$ cat src/hdl/memory_region_map_carver_macros.svh
// Assertion macros shared by the memory region map carver.
// Both expect signals named clk and arst_n in the module that uses them.
`ifndef MEMORY_REGION_MAP_CARVER_MACROS_SVH
`define MEMORY_REGION_MAP_CARVER_MACROS_SVH

// The consequence must hold in the same cycle as the antecedent.
`define MRMC_ASSERT_NOW(label, ante, cons) \
	label: assert property (@(posedge clk) disable iff (!arst_n) (ante) |-> (cons)) \
		else $error("memory region map carver: same-cycle check failed");

// The consequence must hold in the cycle after the antecedent.
`define MRMC_ASSERT_NEXT(label, ante, cons) \
	label: assert property (@(posedge clk) disable iff (!arst_n) (ante) |=> (cons)) \
		else $error("memory region map carver: next-cycle check failed");

`endif

$ cat src/hdl/mrmc_pkg.sv
package mrmc_pkg;

	// Default table depth.
	localparam int DEF_MAX_ENTRIES = 128;

	// Type codes with a fixed meaning.
	localparam logic [31:0] KIND_AVAILABLE = 32'd1;
	localparam logic [31:0] KIND_ALL_ONES  = 32'hFFFF_FFFF;

	// End limit after reset: 4 GiB.
	localparam logic [63:0] RESET_LIMIT = 64'h0000_0001_0000_0000;

	typedef enum logic [1:0] {
		ACT_LOAD,
		ACT_RESERVE,
		ACT_FIND,
		ACT_EXPORT
	} action_t;

	typedef enum logic [2:0] {
		ST_OK,
		ST_FULL,
		ST_NOFIT,
		ST_AVAIL,
		ST_ALLONES,
		ST_EMPTY
	} status_t;

	// How a reserve carves the region it hits.
	typedef enum logic [1:0] {
		RC_RETYPE,
		RC_HEAD,
		RC_TAIL,
		RC_MID
	} carve_t;

	// Per-entry decisions from the shared compare unit.
	typedef struct packed {
		logic is_last;
		logic res_hit;
		logic at_start;
		logic at_end;
		logic same_len;
		logic fl_take;
		logic ex_join;
	} alu_flags_t;

endpackage

$ cat src/hdl/mrmc_alu.sv
module mrmc_alu #(
	parameter int IW = 7,
	parameter int CW = 8
) (
	input  logic [63:0]          ent_base,
	input  logic [63:0]          ent_len,
	input  logic [31:0]          ent_kind,
	input  logic [IW-1:0]        ent_link,
	input  logic [CW-1:0]        used,
	input  logic [63:0]          req_base,
	input  logic [63:0]          req_len,
	input  logic [64:0]          req_end,
	input  logic [63:0]          end_limit,
	input  logic [63:0]          best,
	input  logic [64:0]          acc_end,
	input  logic [63:0]          acc_len,
	input  logic [31:0]          temp,
	output logic [64:0]          ent_end,
	output logic [IW-1:0]        nxt,
	output logic [63:0]          acc_sum,
	output mrmc_pkg::alu_flags_t flags
);

	logic        avail;
	logic [64:0] len_sum;

	// Exact end of the entry and the accumulated merge length.
	assign ent_end = {1'b0, ent_base} + {1'b0, ent_len};
	assign len_sum = {1'b0, acc_len} + {1'b0, ent_len};
	assign acc_sum = len_sum[63:0];

	// A link past the used part of the table ends the list.
	assign nxt   = (CW'(ent_link) < used) ? ent_link : '0;
	assign avail = (ent_kind == mrmc_pkg::KIND_AVAILABLE);

	// Decisions for each action against the entry just read.
	always_comb begin
		flags.is_last  = (nxt == '0);
		flags.res_hit  = avail && (req_base >= ent_base) && (req_end <= ent_end);
		flags.at_start = (req_base == ent_base);
		flags.at_end   = (req_end == ent_end);
		flags.same_len = (req_len == ent_len);
		flags.fl_take  = avail && (ent_len > best) && (ent_end <= {1'b0, end_limit});
		flags.ex_join  = (ent_kind == temp) && (acc_end == {1'b0, ent_base}) && !len_sum[64];
	end

endmodule

$ cat config.mk
export PLATFORM = sky130hd
export DESIGN_NAME = mrmc_alu
export DESIGN_NICKNAME = d
export VERILOG_FILES = /design/src/hdl/memory_region_map_carver_macros.svh /design/src/hdl/mrmc_pkg.sv /design/src/hdl/mrmc_alu.sv
export SDC_FILE = /design/constraint.sdc
export NUM_CORES = 1
export LEC_CHECK = 0
export BUFFER_PORTS_ARGS = -buffer_cell sky130_fd_sc_hd__clkbuf_2
export CAP_MARGIN = 25
export CORE_AREA = 3 3 315 317
export DETAILED_ROUTE_END_ITERATION = 16
export DIE_AREA = 0 0 318 320
export SLEW_MARGIN = 5
export SYNTH_ARGS = -nofsm -noshare
export SYNTH_HDL_FRONTEND = slang
export SYNTH_SLANG_ARGS = --single-unit
export TNS_END_PERCENT = 20
$ cat constraint.sdc
create_clock -name vclk -period 10.3
set_input_delay 2.06 -clock vclk [all_inputs]
set_output_delay 2.06 -clock vclk [all_outputs]
set_load 0.005 [all_outputs]
* Yosys cells after proc, flatten, opt, wreduce, memory -nomap -nowiden
Cells that the tools add are included.
** Cells by class
- Magnitude comparators :: 5
- Mux-type cells :: 1
- Add/subtract/negate cells :: 2
- Equality and inequality tests :: 6
- Reductions and logical operators :: 8
** Operators by type and width (number)
- 64-bit by 64-bit adder with 65-bit output :: 2
- 64-bit equality test :: 2
- 65-bit by 64-bit equality test with 1-bit output :: 1
- 65-bit equality test :: 1
- 65-bit by 64-bit <= comparator with 1-bit output :: 1
- 65-bit <= comparator :: 1
- 64-bit greater-or-equal comparator :: 1
- 64-bit > comparator :: 1
- 32-bit by 1-bit equality test with 1-bit output, second input constant :: 1
- 32-bit equality test :: 1
- 7-bit by 8-bit < comparator with 1-bit output :: 1
- 7-bit zero test :: 1
- 7-bit two-way mux :: 1
- 1-bit logical AND :: 6
- 1-bit zero test :: 1
** Word-level totals
- Register bits after elaboration :: 0
- Bits of input ports :: 657
- Word-level logic and storage cells :: 22
- Output and inout port bits :: 143

* Longest topological paths before layout
Gate-level depths: netlist of the first run.
- Word-level depth :: 3
- Mapped depth :: 24

* Worst setup path after synthesis of the first run
OpenSTA, ideal clock, no wires.
- Kind :: input to output
- From :: input port ent_base[0]
- To :: output port flags[1] (netlist bit)
- Cell stages on the path :: 24
- Slack :: 1.758 ns
- Data arrival time :: 6.482 ns
- Buffers on the path :: 0
- Path through :: ha_1 inv_1 fa_1 nor2b_1 o21a_1 a311o_1 nand4b_1 a311o_2 nand2_1 a21oi_1 o21bai_1 a21oi_1 xnor2_1 ha_1 nand3_1 nor4_1 and3_1 nor3b_1 o2111a_1 nor4b_1 or3_1 nor2_1 nor4_1 nor4_1
** RTL lines
- start, declared :: RTL line mrmc_alu.sv:5 : input logic [63:0] ent_base,
- end, declared :: RTL line mrmc_alu.sv:21 : output mrmc_pkg::alu_flags_t flags

==> results of run 1 <==
[logic make-up (layout without fill, tap and decap cells)]
| kind of cell | count (synthesis) | count (layout) | synth area share (%) |
|---|---|---|---|
| compound gates | 686 | 686 | 29.1 |
| simple gates | 568 | 568 | 18.4 |
| fa+ha+maj | 390 | 390 | 30.6 |
| buf+inv | 348 | 1143 | 8.27 |
| xor+xnor | 240 | 240 | 13.3 |
| mux | 4 | 4 | 0.259 |
| other cells | 0 | 38 | 0 |
[routing by layer]
layer | routed length (um) | vias up
met3 | 11600 | 246
met5 | 527 | -
met1 | 55500 | 9974
met4 | 4260 | 82
li1 | - | 9812
met2 | 60900 | 1071
[power breakdown]
part	switching (mW)	internal [mW]	leakage (nW)	total, mW
Sequential	0	0	0	0
Clock	0	0.000000481	0.000241	0.000000481
Combinational	0.940	0.618	12.0	1.56
Total	0.940	0.618	12.0	1.56
[cell type report]
cell class                      count  area, um^2  area share (%)
Multi-Input combinational cell   1888       14700            67.5
Timing Repair Buffer              825        4190            19.3
Tap cell                         1276        1600            7.34
Inverter                          318        1190            5.49
Antenna cell                       38        95.1           0.437
[cells in the mapped netlist, types with 4 or more instances]
cell	instances	area, um^2
sky130_fd_sc_hd__o22ai_1	17	106
sky130_fd_sc_hd__a211oi_1	17	128
sky130_fd_sc_hd__nor4_1	51	319
sky130_fd_sc_hd__o21ai_0	96	480
sky130_fd_sc_hd__nor2_1	118	443
sky130_fd_sc_hd__a31oi_1	21	131
sky130_fd_sc_hd__a21oi_1	183	916
sky130_fd_sc_hd__a211o_1	5	43.8
sky130_fd_sc_hd__clkbuf_1	24	90.1
sky130_fd_sc_hd__xnor2_1	103	902
sky130_fd_sc_hd__buf_2	4	20.0
sky130_fd_sc_hd__nor2b_1	34	213
sky130_fd_sc_hd__inv_1	318	1190
sky130_fd_sc_hd__o2111ai_1	7	61.3
sky130_fd_sc_hd__o2bb2ai_1	9	78.8
sky130_fd_sc_hd__a21o_1	133	998
sky130_fd_sc_hd__nand2b_1	22	138
sky130_fd_sc_hd__a41oi_1	8	70.1
sky130_fd_sc_hd__xor2_1	135	1180
sky130_fd_sc_hd__nor3_1	23	115
sky130_fd_sc_hd__o21ai_1	8	40.0
sky130_fd_sc_hd__o21a_1	36	270
sky130_fd_sc_hd__nand2_1	118	443
sky130_fd_sc_hd__nand3_1	36	180
sky130_fd_sc_hd__a21boi_0	10	75.1
sky130_fd_sc_hd__and2_1	17	106
sky130_fd_sc_hd__o31ai_1	9	67.6
sky130_fd_sc_hd__nand3b_1	4	30.0
sky130_fd_sc_hd__o211ai_1	8	60.1
sky130_fd_sc_hd__or2_2	8	50.1
sky130_fd_sc_hd__a21boi_1	4	30.0
sky130_fd_sc_hd__a221oi_1	22	193
sky130_fd_sc_hd__nand4_1	86	538
sky130_fd_sc_hd__ha_1	387	4840
sky130_fd_sc_hd__a2111oi_0	9	78.8
sky130_fd_sc_hd__o21bai_1	25	188
sky130_fd_sc_hd__and3_1	28	175
sky130_fd_sc_hd__o221ai_1	4	35.0
[worst max-delay path: cells and delay by family]
kind	cells	cell delay (ps)
AOI/OAI and AO/OA	7	1560
adders and majority gates	3	950
xor gates and xnor gates	1	160
and+or+nand+nor	12	2580
buffers and inverters	3	440
[timing repair]
| action | 4_1_cts | 5_1_grt |
|---|---|---|
| buffers inserted | 0 | 0 |
| endpoints found under the setup margin | 0 | 1 |
| resized for setup | 0 | 4 |
[per-stage QoR]
step	setup slack, ps	instances	power, mW	utilization (%)
finish	502	4345	1.56	22.5
floorplan	1760	2236	0.825	-
CTS	178	4307	1.57	22.4
global route	61.8	4329	1.72	22.5
detailed placement	233	4307	1.56	22.4
global placement	270	4307	1.55	22.4
[worst paths after layout]
check,to,depth (start not counted)
hold / removal,flags[3],3
setup / recovery,flags[1],26
==> impl_results.rst, run 1 <==
.. list-table::
   :header-rows: 1

   * - Metric
     - Value
   * - Detailed-router iteration count before antenna repair
     - 5
   * - Period utilisation layout
     - ~95%
   * - X dimension of the die
     - approximately 320 um
   * - Average footprint of a synthesized cell
     - a little over 7 um^2
   * - DRT antenna net count
     - 0
   * - Fraction of final layout cells with drive strength greater than 1
     - between 20 and 30%
   * - Largest stage delay on the critical path
     - about 520 ps
   * - Status
     - completed
   * - Maximum number of pins on one net before global-route repair
     - 12
   * - Starting density of the core
     - between 15 and 20%
   * - Post-synth net total
     - roughly 3300
   * - Type of the worst setup path
     - primary input to output pin
   * - Number of max-cap violations
     - 0
   * - Critical-path top delay cell
     - sky130_fd_sc_hd__a311o_2
   * - Total wirelength of the detailed-routed design
     - around 130000 um
   * - Pleak
     - 12.0 nW
   * - Area added between synthesis and finish
     - 36.2%
   * - Met2 track utilization from global routing
     - between 40% and 50%
   * - Global Route Usage Sum
     - between 20% and 30%
   * - Hold_buf cts
     - 0
   * - Critical path data arrival time
     - approximately 7700 ps
   * - Synth Instances
     - 2236
   * - Placeable core region
     - about 97000 um^2
   * - Remaining global-route overflow
     - 0
   * - # fillers
     - approximately 11000
   * - RSZ-0062 raised after global routing
     - no
   * - First-pass GRT wire length
     - ~170000 um
   * - Die ar.
     - between 100000 and 150000 um^2
   * - Antenna violations before repair
     - between 100 and 150
   * - Portion of the post-synthesis area used by sequential elements
     - 0%
   * - Placed Instance Area
     - approximately 22000 um^2
   * - Type of origin of the critical path
     - primary input
   * - Power per standard cell area
     - around 72 nW/um^2
   * - Number of placed I/O pins
     - 800
   * - Average wire per standard cell
     - 30.6 um
   * - Count of cell types in the netlist
     - roughly 90
   * - Total of buffers placed on input and output ports
     - 800
   * - 1st-iter DRT viols
     - roughly 1400
   * - Worst Path Max Fanout
     - 4
   * - Achievable clock frequency
     - 102 MHz
   * - Synth Cell Area
     - around 16000 um^2
   * - Total number of sequential cells
     - 0
   * - Number of pins exceeding their max-slew limit in the final report
     - 0
   * - Number of vias per cell
     - slightly below 5
   * - Total number of vias
     - approximately 21000
   * - Crit path capture type
     - output pin
   * - Count of clock-net buffers in the final layout
     - 0
   * - Placer Congestion
     - 0.993
   * - Count of endpoints failing setup in the final report
     - 0
   * - Class of the tightest hold or removal check
     - primary input to output pin
   * - Die height
     - 320 um
   * - Most Used Layer, Global Route
     - met2
   * - Hold_ws
     - ~4400 ps
   * - Met1 Resource Use GR
     - 30.9%
   * - Tightest slew margin relative to the limit
     - 27.6%
   * - Site row count
     - between 100 and 150
   * - Required arrival time at the worst endpoint
     - around 8000 ps
   * - Leading cell type in the layout, fill and taps excluded
     - sky130_fd_sc_hd__clkbuf_2
   * - Setup TNS Final
     - 0 ps
   * - Met3 track utilization from global routing
     - 7.04%
   * - Vias in the first global route
     - slightly above 20000
   * - Slew at the pin closest to its max-slew limit
     - about 1100 ps
   * - Fin. Hold Viols
     - 0
   * - HPWL after DPL
     - 124000 um
   * - Post-route standard cell area excluding fillers
     - about 22000 um^2
   * - Hold Startpoint
     - req_end[34]
   * - VDD IR-drop max
     - roughly 24 uV
   * - Number of remaining DRC errors
     - 0
   * - Launch point of the critical path
     - ent_base[0]
   * - Commonest non-fill, non-tap cells in the layout
     - sky130_fd_sc_hd__clkbuf_2, sky130_fd_sc_hd__ha_1, sky130_fd_sc_hd__inv_1
   * - Min cycle time layout
     - between 9000 and 10000 ps
   * - Ys Warns
     - 0
   * - Nets
     - 4079
   * - Sequential cell area in the final layout
     - 0 um^2
(Power assumes the default switching activity.)
==> inputs of run 2 (changes only) <==
--- a/config.mk
+++ b/config.mk
@@ -10,6 +10,7 @@
 export CORE_AREA = 3 3 315 317
 export DETAILED_ROUTE_END_ITERATION = 16
 export DIE_AREA = 0 0 318 320
+export PLACE_DENSITY = 0.48
 export SLEW_MARGIN = 5
 export SYNTH_ARGS = -nofsm -noshare
 export SYNTH_HDL_FRONTEND = slang
==> impl_results.rst, run 2 (synthesized netlist as in run 1, its figures left out) <==
.. list-table::
   :header-rows: 1

   * - Metric
     - Value
   * - Status
     - completed
   * - Critical-path top delay cell
     - sky130_fd_sc_hd__a311o_2
   * - RSZ-0062 raised after global routing
     - no
   * - Achievable clock frequency
     - 101 MHz (-0.95%)
   * - Part of the power in combinational logic
     - 100.0% (about the same)
   * - Hold Startpoint
     - req_end[34]
   * - Placeable core region
     - 96600 um^2 (unchanged)
   * - First-pass GRT wire length
     - 168000 um (-2.9%)
   * - Count of clock-net buffers in the final layout
     - 0 (unchanged)
   * - X dimension of the die
     - 318 um (unchanged)
   * - Type of the worst setup path
     - primary input to output pin
   * - Number of pins exceeding their max-slew limit in the final report
     - 0 (unchanged)
   * - Total number of sequential cells
     - 0 (unchanged)
   * - Site row count
     - 114 (unchanged)
   * - VDD IR-drop max
     - 34.5 uV (+45%)
   * - Vias in the first global route
     - 20100 (-2.2%)
   * - Crit path capture type
     - output pin
   * - HPWL after DPL
     - 122000 um (-1.6%)
   * - Portion of total power attributed to the clock network
     - 0% (unchanged)
   * - Pleak
     - 12.0 nW (about the same)
   * - Required arrival time at the worst endpoint
     - 8240 ps (about the same)
   * - Post-CTS Setup Inserts
     - 0 (unchanged)
   * - Total number of vias
     - 20800 (-2.0%)
   * - Antenna violations before repair
     - 109 (-4.4%)
   * - Number of max-cap violations
     - 0 (unchanged)
   * - Total of buffers placed on input and output ports
     - 800 (unchanged)
   * - Internal power
     - 0.611 mW (-1.2%)
   * - Die ar.
     - 102000 um^2 (unchanged)
   * - Number of placed I/O pins
     - 800 (unchanged)
   * - Average wire per standard cell
     - 29.9 um (-2.2%)
   * - Destination of the worst hold path
     - flags[3]
   * - Global Route Usage Sum
     - 24.0% (-0.66 points)
   * - Fraction of final layout cells with drive strength greater than 1
     - 28.5% (-0.057 points)
   * - DRT antenna net count
     - 0 (unchanged)
   * - Min cycle time layout
     - 9890 ps (+94.0 ps)
   * - Buffers plus inverters on the worst setup path
     - 5 (+2)
   * - Die height
     - 320 um (unchanged)
   * - Nets
     - 4078 (-0.025%)
   * - Worst Path Max Fanout
     - 6 (+2)
   * - Largest stage delay on the critical path
     - 420 ps (-100 ps)
   * - Number of vias per cell
     - 4.77 (-2.1%)
   * - Total wirelength of the detailed-routed design
     - 130000 um (-2.2%)
   * - Placer Congestion
     - 0.972 (-2.2%)
   * - Net switching fraction of the power
     - 60.1% (-0.19 points)
   * - Sequential cell area in the final layout
     - 0 um^2 (unchanged)
   * - Critical path data arrival time
     - 7830 ps (+90 ps)
   * - # fillers
     - 11100 (+1.2%)
   * - 1st-iter DRT viols
     - 1557 (+8.1%)
   * - Starting density of the core
     - 16.5% (unchanged)
   * - Power per standard cell area
     - 70.5 nW/um^2 (-1.7%)
   * - Class of the tightest hold or removal check
     - primary input to output pin
   * - Remaining global-route overflow
     - 0 (unchanged)
   * - Leading cell type in the layout, fill and taps excluded
     - sky130_fd_sc_hd__clkbuf_2
   * - Final total power
     - 1.53 mW (-1.6%)
   * - Hold depth
     - 3 (unchanged)
   * - Count of endpoints failing setup in the final report
     - 0 (unchanged)
   * - Setup TNS Final
     - 0 ps (unchanged)
   * - Area added between synthesis and finish
     - 36.3% (about the same)
   * - Top Family by Delay on Critical Path
     - simple AND/OR/NAND/NOR gates
   * - Maximum number of pins on one net before global-route repair
     - 12 (unchanged)
   * - Fin. Hold Viols
     - 0 (unchanged)
   * - Tightest slew margin relative to the limit
     - 34.1% (+6.5 points)
   * - Period utilisation layout
     - 96.0% (+0.91 points)
   * - Seq pwr share
     - 0% (unchanged)
   * - Commonest non-fill, non-tap cells in the layout
     - sky130_fd_sc_hd__clkbuf_2, sky130_fd_sc_hd__ha_1, sky130_fd_sc_hd__inv_1
   * - Number of remaining DRC errors
     - 0 (unchanged)
   * - Area of the multi-input gates
     - 14700 um^2 (about the same)
   * - Detailed-router iteration count before antenna repair
     - 5 (unchanged)
   * - Switching power summed over all nets
     - 0.922 mW (-1.9%)
   * - Slew at the pin closest to its max-slew limit
     - 986 ps (-91.0 ps)
   * - Type of origin of the critical path
     - primary input
[run 2: power groups by stage]
stage	logic (mW)	clock network (mW)	registers (mW)
final	1.53	0.000000510	0
after floorplan	0.825	0	0
after CTS	1.54	0	0
after detailed placement	1.53	0	0
after global routing	1.69	0.000000223	0
after global placement	1.54	0	0
[run 2: per-stage QoR]
step	worst slack, ps	area, um^2	instances	util (%)	hold WS, ps
2_1_floorplan	1760	16000	2236	-	4200
3_3_place_gp	291	21600	4304	22.4	4390
3_5_place_dp	250	21600	4305	22.4	4390
4_1_cts	191	21600	4305	22.4	4390
5_1_grt	2.60	21700	4323	22.5	4420
6_report	408	21800	4348	22.5	4380
[run 2: routing by layer]
metal / wire length (um) / global-route usage (%) / vias to the layer above
li1: - / - / 9815
met1: 53700 / 29.3 / 9691
met2: 59300 / 39.9 / 949
met3: 11500 / 7.69 / 229
met4: 4970 / 7.74 / 70
met5: 454 / 0 / -
[run 2: how the worst max path moves through the flow]
stage                           start       end  slack [ps]  cells after the start
after CTS                 ent_base[0]  flags[1]         190                     28
after detailed placement  ent_base[0]  flags[1]         250                     28
final                     ent_base[0]  flags[1]         410                     28
after global placement    ent_base[0]  flags[1]         290                     28
after global routing      ent_base[0]  flags[1]           3                     28
after floorplan           ent_base[0]  flags[1]        1760                     24
[run 2: cell type report]
type | instances | area share (%)
multi-input combinational | 1888 | 67.5
antenna | 42 | 0.483
inverter | 318 | 5.49
timing repair buffer | 824 | 19.2
tap | 1276 | 7.34
[run 2: timing repair]
action / in CTS / in global routing
gates resized for setup: 0 / 3
hold endpoints to repair: 0 / 0
endpoints found under the setup margin: 0 / 1
hold buffers: 0 / 0
==> inputs of run 3 (changes only) <==
--- a/config.mk
+++ b/config.mk
@@ -5,7 +5,7 @@
 export SDC_FILE = /design/constraint.sdc
 export NUM_CORES = 1
 export LEC_CHECK = 0
-export BUFFER_PORTS_ARGS = -buffer_cell sky130_fd_sc_hd__clkbuf_2
+export BUFFER_PORTS_ARGS = -buffer_cell sky130_fd_sc_hd__buf_2
 export CAP_MARGIN = 25
 export CORE_AREA = 3 3 315 317
 export DETAILED_ROUTE_END_ITERATION = 16
==> impl_results.rst, run 3 (synthesized netlist as in run 1, its figures left out) <==
.. list-table::
   :header-rows: 1

   * - Metric
     - Value
   * - Status
     - completed
   * - Die height
     - 320 um (unchanged)
   * - Average wire per standard cell
     - 29.9 um (+0.24%)
   * - Total number of sequential cells
     - 0 (unchanged)
   * - Fin. Hold Viols
     - 0 (unchanged)
   * - Worst setup slack after layout
     - 475 ps (+66.9 ps)
   * - HPWL after DPL
     - 121000 um (-0.18%)
   * - Type of origin of the critical path
     - primary input
   * - Fin cells
     - 4335 (-0.30%)
   * - Vias in the first global route
     - 20200 (+0.95%)
   * - Total of buffers placed on input and output ports
     - 800 (unchanged)
   * - Area added between synthesis and finish
     - 35.8%
   * - Tightest slew margin relative to the limit
     - 30.1% (-3.9 points)
   * - Slew at the pin closest to its max-slew limit
     - 1020 ps (+35.8 ps)
   * - VDD IR-drop max
     - 32.5 uV (-5.7%)
   * - Hold_ws
     - 4390 ps (+13.4 ps)
   * - Largest stage delay on the critical path
     - 510 ps (+90 ps)
   * - Instance count after placement with tap cells included
     - 4300 (-0.12%)
   * - Period utilisation layout
     - 95.4% (-0.65 points)
   * - Top Family by Delay on Critical Path
     - simple AND/OR/NAND/NOR gates
   * - Total number of vias
     - 20900 (+0.64%)
   * - Global Route Usage Sum
     - 24.1% (about the same)
   * - Leading cell type in the layout, fill and taps excluded
     - sky130_fd_sc_hd__buf_2
   * - Fraction of final layout cells with drive strength greater than 1
     - 28.4% (-0.14 points)
   * - First-pass GRT wire length
     - 169000 um (+0.94%)
   * - Die ar.
     - 102000 um^2 (unchanged)
   * - Setup TNS Final
     - 0 ps (unchanged)
   * - Remaining global-route overflow
     - 0 (unchanged)
   * - Maximum number of pins on one net before global-route repair
     - 12 (unchanged)
   * - Final total power
     - 1.53 mW (about the same)
   * - Count of endpoints failing setup in the final report
     - 0 (unchanged)
   * - Type of the worst setup path
     - primary input to output pin
   * - Placer Congestion
     - 0.966 (-0.56%)
   * - Pleak
     - 11.8 nW (-1.7%)
   * - Critical-path top delay cell
     - sky130_fd_sc_hd__a311o_2
   * - Nets
     - 4072 (-0.15%)
   * - DRT antenna net count
     - 0 (unchanged)
   * - Number of max-cap violations
     - 0 (unchanged)
   * - Class of the tightest hold or removal check
     - primary input to output pin
   * - Number of vias per cell
     - 4.82 (+0.94%)
   * - 1st-iter DRT viols
     - 1373 (-12%)
   * - Antenna violations before repair
     - 135 (+24%)
   * - Buffers plus inverters on the worst setup path
     - 4 (-1)
   * - Resize count post-CTS
     - 0 (unchanged)
   * - Placeable core region
     - 96600 um^2 (unchanged)
   * - Power per standard cell area
     - 70.7 nW/um^2 (+0.31%)
   * - Worst setup timing slack at the placement stage
     - 364 ps (+114 ps)
   * - Total wirelength of the detailed-routed design
     - 130000 um (about the same)
   * - Launch point of the critical path
     - ent_base[0]
   * - Number of remaining DRC errors
     - 0 (unchanged)
   * - Sequential cell area in the final layout
     - 0 um^2 (unchanged)
   * - Number of placed I/O pins
     - 800 (unchanged)
   * - Min cycle time layout
     - 9820 ps (-66.9 ps)
   * - Number of pins exceeding their max-slew limit in the final report
     - 0 (unchanged)
   * - Hold_buf cts
     - 0 (unchanged)
   * - Starting density of the core
     - 16.5% (unchanged)
   * - # fillers
     - 11100 (-0.28%)
   * - Critical path data arrival time
     - 7760 ps (-70 ps)
   * - Detailed-router iteration count before antenna repair
     - 5 (unchanged)
   * - Required arrival time at the worst endpoint
     - 8240 ps (about the same)
   * - Achievable clock frequency
     - 102 MHz (+0.68%)
   * - Worst Path Max Fanout
     - 4 (-2)
   * - Post-CTS Setup Inserts
     - 0 (unchanged)
   * - Crit path capture type
     - output pin
   * - Hold Startpoint
     - req_end[34]
   * - X dimension of the die
     - 318 um (unchanged)
   * - Site row count
     - 114 (unchanged)
   * - Area of the multi-input gates
     - 14700 um^2 (about the same)
   * - Commonest non-fill, non-tap cells in the layout
     - sky130_fd_sc_hd__buf_2, sky130_fd_sc_hd__ha_1, sky130_fd_sc_hd__inv_1
   * - Count of clock-net buffers in the final layout
     - 0 (unchanged)
   * - RSZ-0062 raised after global routing
     - no
[run 3: metal layers]
layer	global-route usage, %	share of wire (%)
met3	5.42	7.5
met2	41.4	47
met5	0	0.31
met1	30.6	43
met4	5.06	2.9
[run 3: final timing paths]
check / depth (start not counted) / endpoint
min: 3 / flags[3]
max: 27 / flags[1]
[run 3: cell type report]
class              count  share of cell area (%)
well taps           1276                    7.36
inverters            318                    5.50
diodes                35                   0.404
multi-input cells   1888                    67.7
repair buffers       818                    19.1
[run 3: where the power goes]
part / switching [mW] / internal, mW / total (mW)
Clock: 0 / 0.000000458 / 0.000000458
Combinational: 0.921 / 0.612 / 1.53
Sequential: 0 / 0 / 0
[run 3: through the flow]
| step | util (%) | instance area [um^2] |
|---|---|---|
| 6_report | 22.5 | 21700 |
| 5_1_grt | 22.4 | 21600 |
| 4_1_cts | 22.4 | 21600 |
| 3_5_place_dp | 22.4 | 21600 |
| 3_3_place_gp | 22.4 | 21600 |
| 2_1_floorplan | - | 16000 |
